--- src/bsit_pkg.sv ---
// ----------------------------------------------------------------------------
// bsit_pkg
// shared constants and control types of the byte string intern table
// ----------------------------------------------------------------------------
package bsit_pkg;
  localparam int ENTRIES     = 256;
  localparam int STORE_BYTES = 4096;
  localparam int MAX_STRING  = 64;

  localparam int ID_W   = $clog2(ENTRIES);
  localparam int CNT_W  = $clog2(ENTRIES + 1);
  localparam int ADDR_W = $clog2(STORE_BYTES);
  localparam int OFF_W  = $clog2(STORE_BYTES + 1);
  localparam int STG_AW = (MAX_STRING > 1) ? $clog2(MAX_STRING) : 1;
  localparam int LEN_W  = $clog2(MAX_STRING + 1);

  localparam logic [1:0] OP_INTERN = 2'd0;
  localparam logic [1:0] OP_CHECK  = 2'd1;
  localparam logic [1:0] OP_CLEAR  = 2'd2;

  // controller to datapath
  typedef struct packed {
    logic stage;       // write in_data_byte into staging
    logic clear;       // empty table and staging
    logic drop_stage;  // empty staging
    logic ent_start;   // begin search at entry 0
    logic ent_load;    // read end offset of current entry
    logic ent_next;    // advance to next entry
    logic cmp_start;   // reset byte compare index
    logic cmp_rd;      // issue read of one byte pair
    logic cmp_next;    // advance byte compare
    logic ins_start;   // begin copy of staging into store
    logic ins_rd;      // read one staged byte
    logic ins_wr;      // write that byte into the store
    logic ins_done;    // commit new entry
    logic res_found;   // latch found result
    logic res_added;
    logic res_full;
    logic res_none;
  } bsit_cmd_t;

  // datapath to controller
  typedef struct packed {
    logic overflow;     // staging overflowed
    logic more_ent;     // current entry < entry_count
    logic len_match;    // current entry length equals staging length
    logic cmp_end;      // all bytes compared
    logic byte_eq;      // registered byte pair equal
    logic ins_end;      // all bytes copied
    logic no_room;      // no entry or store room
  } bsit_sts_t;
endpackage

--- src/bsit_ctrl.sv ---
// ----------------------------------------------------------------------------
// bsit_ctrl
// sequencer for staging, search, insert and result handshake
// ----------------------------------------------------------------------------
module bsit_ctrl
  import bsit_pkg::*;
(
  input  logic       clk,
  input  logic       rst_n,
  input  logic       in_valid,
  output logic       in_ready,
  input  logic [1:0] in_operation,
  input  logic       in_last,
  output logic       out_valid,
  input  logic       out_ready,
  input  bsit_sts_t  sts,
  output bsit_cmd_t  cmd
);
  typedef enum logic [3:0] {
    S_IDLE, S_DECIDE, S_ELOAD, S_ECHK, S_CRD, S_CCHK, S_CWAIT, S_MISS, S_INS, S_IWR, S_OUT
  } state_t;

  state_t state_r, state_nxt;
  logic   intern_r, intern_nxt;
  logic   oval_r, oval_nxt;
  logic   acc;

  // a new request may enter in the cycle the waiting result is taken
  assign in_ready  = (state_r == S_IDLE) && !(oval_r && !out_ready);
  assign out_valid = oval_r;
  assign acc       = in_valid && in_ready;

  always_comb begin
    state_nxt  = state_r;
    intern_nxt = intern_r;
    oval_nxt   = oval_r && !out_ready;
    cmd        = '0;
    case (state_r)
      S_IDLE: if (acc) begin
        if (in_operation == OP_CLEAR) begin
          cmd.clear    = 1'b1;
          cmd.res_none = 1'b1;
          oval_nxt     = 1'b1;
        end else begin
          cmd.stage = 1'b1;
          if (in_last) begin
            intern_nxt = in_operation == OP_INTERN;
            state_nxt  = S_DECIDE;
          end
        end
      end
      S_DECIDE: begin
        if (sts.overflow) begin
          if (intern_r) cmd.res_full = 1'b1;
          else          cmd.res_none = 1'b1;
          state_nxt = S_OUT;
        end else begin
          cmd.ent_start = 1'b1;
          state_nxt     = S_ELOAD;
        end
      end
      S_ELOAD: begin
        if (sts.more_ent) begin
          cmd.ent_load = 1'b1;
          state_nxt    = S_ECHK;
        end else begin
          state_nxt = S_MISS;
        end
      end
      S_ECHK: begin
        if (sts.len_match) begin
          cmd.cmp_start = 1'b1;
          state_nxt     = S_CRD;
        end else begin
          cmd.ent_next = 1'b1;
          state_nxt    = S_ELOAD;
        end
      end
      S_CRD: begin
        if (sts.cmp_end) begin
          cmd.res_found = 1'b1;
          state_nxt     = S_OUT;
        end else begin
          cmd.cmp_rd = 1'b1;
          state_nxt  = S_CWAIT;
        end
      end
      S_CWAIT: state_nxt = S_CCHK;
      S_CCHK: begin
        if (sts.byte_eq) begin
          cmd.cmp_next = 1'b1;
          state_nxt    = S_CRD;
        end else begin
          cmd.ent_next = 1'b1;
          state_nxt    = S_ELOAD;
        end
      end
      S_MISS: begin
        if (!intern_r) begin
          cmd.res_none = 1'b1;
          state_nxt    = S_OUT;
        end else if (sts.no_room) begin
          cmd.res_full = 1'b1;
          state_nxt    = S_OUT;
        end else begin
          cmd.ins_start = 1'b1;
          state_nxt     = S_INS;
        end
      end
      S_INS: begin
        if (sts.ins_end) begin
          cmd.res_added = 1'b1;
          cmd.ins_done  = 1'b1;
          state_nxt     = S_OUT;
        end else begin
          cmd.ins_rd = 1'b1;
          state_nxt  = S_IWR;
        end
      end
      S_IWR: begin
        cmd.ins_wr = 1'b1;
        state_nxt  = S_INS;
      end
      S_OUT: begin
        // result registers loaded last cycle; wait for output slot
        if (!oval_r || out_ready) begin
          oval_nxt       = 1'b1;
          cmd.drop_stage = 1'b1;
          state_nxt      = S_IDLE;
        end
      end
      default: state_nxt = S_IDLE;
    endcase
  end

  always_ff @(posedge clk) begin
    if (!rst_n) begin
      state_r  <= S_IDLE;
      intern_r <= 1'b0;
      oval_r   <= 1'b0;
    end else begin
      state_r  <= state_nxt;
      intern_r <= intern_nxt;
      oval_r   <= oval_nxt;
    end
  end
endmodule

--- config.mk ---
export PLATFORM = sky130hd
export DESIGN_NAME = bsit_ctrl
export DESIGN_NICKNAME = d
export VERILOG_FILES = /design/src/bsit_pkg.sv /design/src/bsit_ctrl.sv
export SDC_FILE = /design/constraint.sdc
export NUM_CORES = 1
export LEC_CHECK = 0
export BUFFER_PORTS_ARGS = -buffer_cell sky130_fd_sc_hd__buf_4
export CAP_MARGIN = 20
export CORE_MARGIN = 2
export CORE_UTILIZATION = 27
export DETAILED_ROUTE_END_ITERATION = 12
export PLACE_DENSITY_LB_ADDON = 0.08
export SETUP_SLACK_MARGIN = 0.4
export SYNTH_ARGS = -nofsm -noshare
export SYNTH_HDL_FRONTEND = slang
export SYNTH_SLANG_ARGS = --single-unit
--- constraint.sdc ---
create_clock -name clk -period 3.1 [get_ports clk]
set_clock_uncertainty 0.1 [all_clocks]
set_input_delay 0 -clock clk [delete_from_list [all_inputs] [get_ports clk]]
set_output_delay 0 -clock clk [all_outputs]
set_load 0.01 [all_outputs]
==> results.sh <==
export IMPL_worst_slew_margin_rel_pct=59.48
export IMPL_die_area_sq_um=2753
export IMPL_clock_pin_slew_worst_setup_and_hold_paths_ns=0.05
export IMPL_avgViaCountPerCell=5.164
export IMPL_routed_length_per_instance_um=12.64
export IMPL_post_route_util_pct=42.25
export IMPL_layout_area_seq_sq_um=120.1
export IMPL_dpl_cell_area_sq_um=872.1
export IMPL_hold_path_startpoint="out_ready"
export IMPL_timing_final_hold_violations=0
export IMPL_cap_violations=0
export IMPL_tns_ns=0
export IMPL_grt_antenna_before_repair=0
export IMPL_insertion_delay_ns=0.24
export IMPL_die_w_um=52.47
export IMPL_grt_overflow_total=0
export IMPL_cp_num_buf_inv=2
export IMPL_grt_usage_pct=15.06
export IMPL_whs_endpoint="out_valid"
export IMPL_placement_io_buffers=32
export IMPL_post_route_minimum_period_ns=2.000
export IMPL_post_cts_setup_bufs=0
export IMPL_coreArea_sq_um=2212
export IMPL_setup_worst_path_start_class="register"
export IMPL_cts_repair_resize_count=0
export IMPL_first_global_vias=709
export IMPL_outcome="completed"
export IMPL_area_growth_synth_to_final_pct=47.34
export IMPL_final_design_area_no_fill_sq_um=934.6
export IMPL_synthDistinctLibCells=35
export IMPL_crit_type="register to register"
export IMPL_detailedRoute_firstPassIterationCount=6
export IMPL_r2r_end="state_r[2]"
export IMPL_route_detailed_drc=0
export IMPL_clk_path_buf_depth=2
export IMPL_cpPeakStageDelay_ns=0.70
export IMPL_pin_count_of_the_biggest_net_entering_global_routing=19
export IMPL_synth_sequential_area_ratio_pct=18.93
export IMPL_achievable_clock_frequency_ghz=0.5000
export IMPL_antenna_violating_nets_post_route=0
export IMPL_r2r_slack_ns=1.10
export IMPL_worst_ep_required_time_ns=3.17
export IMPL_gp_congestion=0.7729
export IMPL_timing_worst_slew_pin_value_ns=0.6069
export IMPL_startpoint_of_the_most_critical_register_to_register_path="state_r[1]"
export IMPL_start_util_pct=28.68
export IMPL_synthCells=91
export IMPL_grt_pass1_wl_um=3111
export IMPL_p_leak_uw=0.0004221
export IMPL_num_io_pins=33
export IMPL_row_count=17
export IMPL_report_final_setup_viol=0
export IMPL_clock_root_buffer="clkbuf_4"
export IMPL_synth_largest_area_cell="dfxtp_1"
export IMPL_yosys_warnings=0
export IMPL_syn_nets=105
export IMPL_worst_path_max_delay_cell="dfxtp_1"
export IMPL_worst_path_max_fanout=18
export IMPL_antennaDiodeCount=0
export IMPL_synth_ff_latch_count=6
export IMPL_wl_um=1921
export IMPL_syn_area_sq_um=634.4
export IMPL_layout_nets=140
export IMPL_area_share_of_the_largest_cell_type_after_synthesis_pct=18.93
export IMPL_cts_tree="done"
export IMPL_leading_post_synthesis_cells_by_cell_area="dfxtp_1 (19%), nand2b_1 (6.9%), a21oi_1 (6.3%)"
export IMPL_multi_input_comb_area_sq_um=454.2
export IMPL_hold_buffers=4
export IMPL_syn_area_per_cell_sq_um=6.971
export IMPL_dp_final_hpwl_um=1495
export IMPL_rsz0062_at_grt="no"
export IMPL_endpoint_kind="register"
export IMPL_ctsHtreeMaxLevel=1
export IMPL_layout_cell_share_with_drive_strength_beyond_1_pct=30.65
export IMPL_path_delay_family="buffers and inverters"
export IMPL_detailroute_via_count=785
export IMPL_drt_initial_drc_count=26
export IMPL_fillerInstances=251
export IMPL_worst_ir_drop_vdd_mv=0.3573
export IMPL_cts_buffers=3
export IMPL_min_path_type="primary input to register"
export IMPL_worst_r2r_path_depth=5
export IMPL_critical_path_cell_chain="inv_1 > o22ai_1 > dlygate4sd3_1 > nand2b_1 > a21oi_1"
export IMPL_timing_critical_path_arrival_ns=2.07
export IMPL_clock_sinks=6
export IMPL_min_path_cells=3
export IMPL_post_route_period_util_pct=64.51
export IMPL_power_per_cell_area_nw_per_um2=653.6
export IMPL_drv_slew=0
export IMPL_chipHeight_um=52.47
==> worst reg2reg max path, stage by stage (launching register included) <==
cell and delay [ns]:
dfxtp_1 0.70, inv_1 0.20, o22ai_1 0.20, dlygate4sd3_1 0.57
nand2b_1 0.06, a21oi_1 0.11
==> routing by layer <==
| metal | GRT usage, % | up-vias | part of all wire (%) |
|---|---|---|---|
| met5 | 0 | - | 0 |
| met4 | 7.692 | 0 | 0.62 |
| met3 | 2.000 | 2 | 6.4 |
| met2 | 23.13 | 29 | 45 |
| met1 | 20.31 | 354 | 47 |
| li1 | - | 400 | - |
==> report_power, final <==
| part | internal [uW] | switching (uW) |
|---|---|---|
| combinational | 183 | 184 |
| sequential | 99.1 | 73.3 |
| clock | 43.7 | 27.4 |
| total | 326 | 285 |
==> sequential cells by signal (all words and copies together), names as in the netlist <==
name	flops
state_r	4
intern_r	1
out_valid	1
==> layout by cell type, fill, tap and decap left out, types with 2 or more instances in the layout <==
cell	netlist	final
nor2b_1	2	2
and3_1	6	6
buf_4	1	32
o21ai_0	3	3
nor3_1	6	6
a21oi_1	8	8
inv_1	6	6
nand2b_1	7	7
nand3b_1	2	2
nor4_1	2	2
dlygate4sd3_1	0	4
nor2_1	6	6
clkbuf_4	0	3
a31oi_1	3	3
and2b_1	2	2
dfxtp_1	6	6
or3b_1	2	2
a21o_1	2	2
nor4b_1	2	2
nand2_1	6	6
==> metrics by stage <==
step	hold slack (ns)	instances	total power, uW	setup slack, ns
after floorplan	-0.05247	91	416.3	1.758
after global placement	0.1579	145	534.4	1.451
after detailed placement	0.1618	145	530.9	1.467
after CTS	0.02471	152	617.4	1.126
after global routing	0.02901	152	665.2	1.026
final	0.02450	152	610.9	1.100
==> cell type report <==
cell class                 count  share of cell area (%)
timing repair buffer          36                   29.99
inverter                       6                   2.410
multi-input combinational     73                   48.59
clock buffer                   3                   2.410
tap                           28                   3.748
sequential                     6                   12.85
==> worst max path at each step <==
| stage | from | endpoint | depth (start not counted) |
|---|---|---|---|
| finish | state_r[1] | state_r[2] | 5 |
| global route | state_r[1] | state_r[2] | 5 |
| CTS | state_r[1] | state_r[2] | 5 |
| detailed placement | state_r[1] | intern_r | 4 |
| global placement | state_r[1] | cmd[0] | 5 |
| floorplan | state_r[2] | cmd[7] | 4 |
==> logic make-up after synthesis <==
| family | share of synthesized area, % |
|---|---|
| compound gates | 23.28 |
| buf+inv | 9.466 |
| flops | 18.94 |
| simple gates | 48.32 |
==> synthesized netlist by cell type <==
library cell and count:
a311oi_1 1, buf_2 3, or3b_1 2, nor2_4 1
nor4_1 2, nor2_2 1, o21bai_1 1, nor2b_1 2
nand3_1 1, buf_4 1, nor2_1 6, nand3b_1 2
and3_1 6, and4_1 1, and2b_1 2, o22ai_1 1
nor3_1 6, o21ai_0 3, inv_1 6, nor4b_1 2
clkbuf_1 1, a21oi_1 8, a31oi_1 3, o21a_1 1
nand2_1 6, a21o_1 2, buf_6 1, nor3b_1 1
a211oi_1 1, dfxtp_1 6, o21ai_1 1, o32ai_1 1
a22oi_1 1, nand4_4 1, nand2b_1 7
Note: power is estimated with default switching activity, not from simulation.
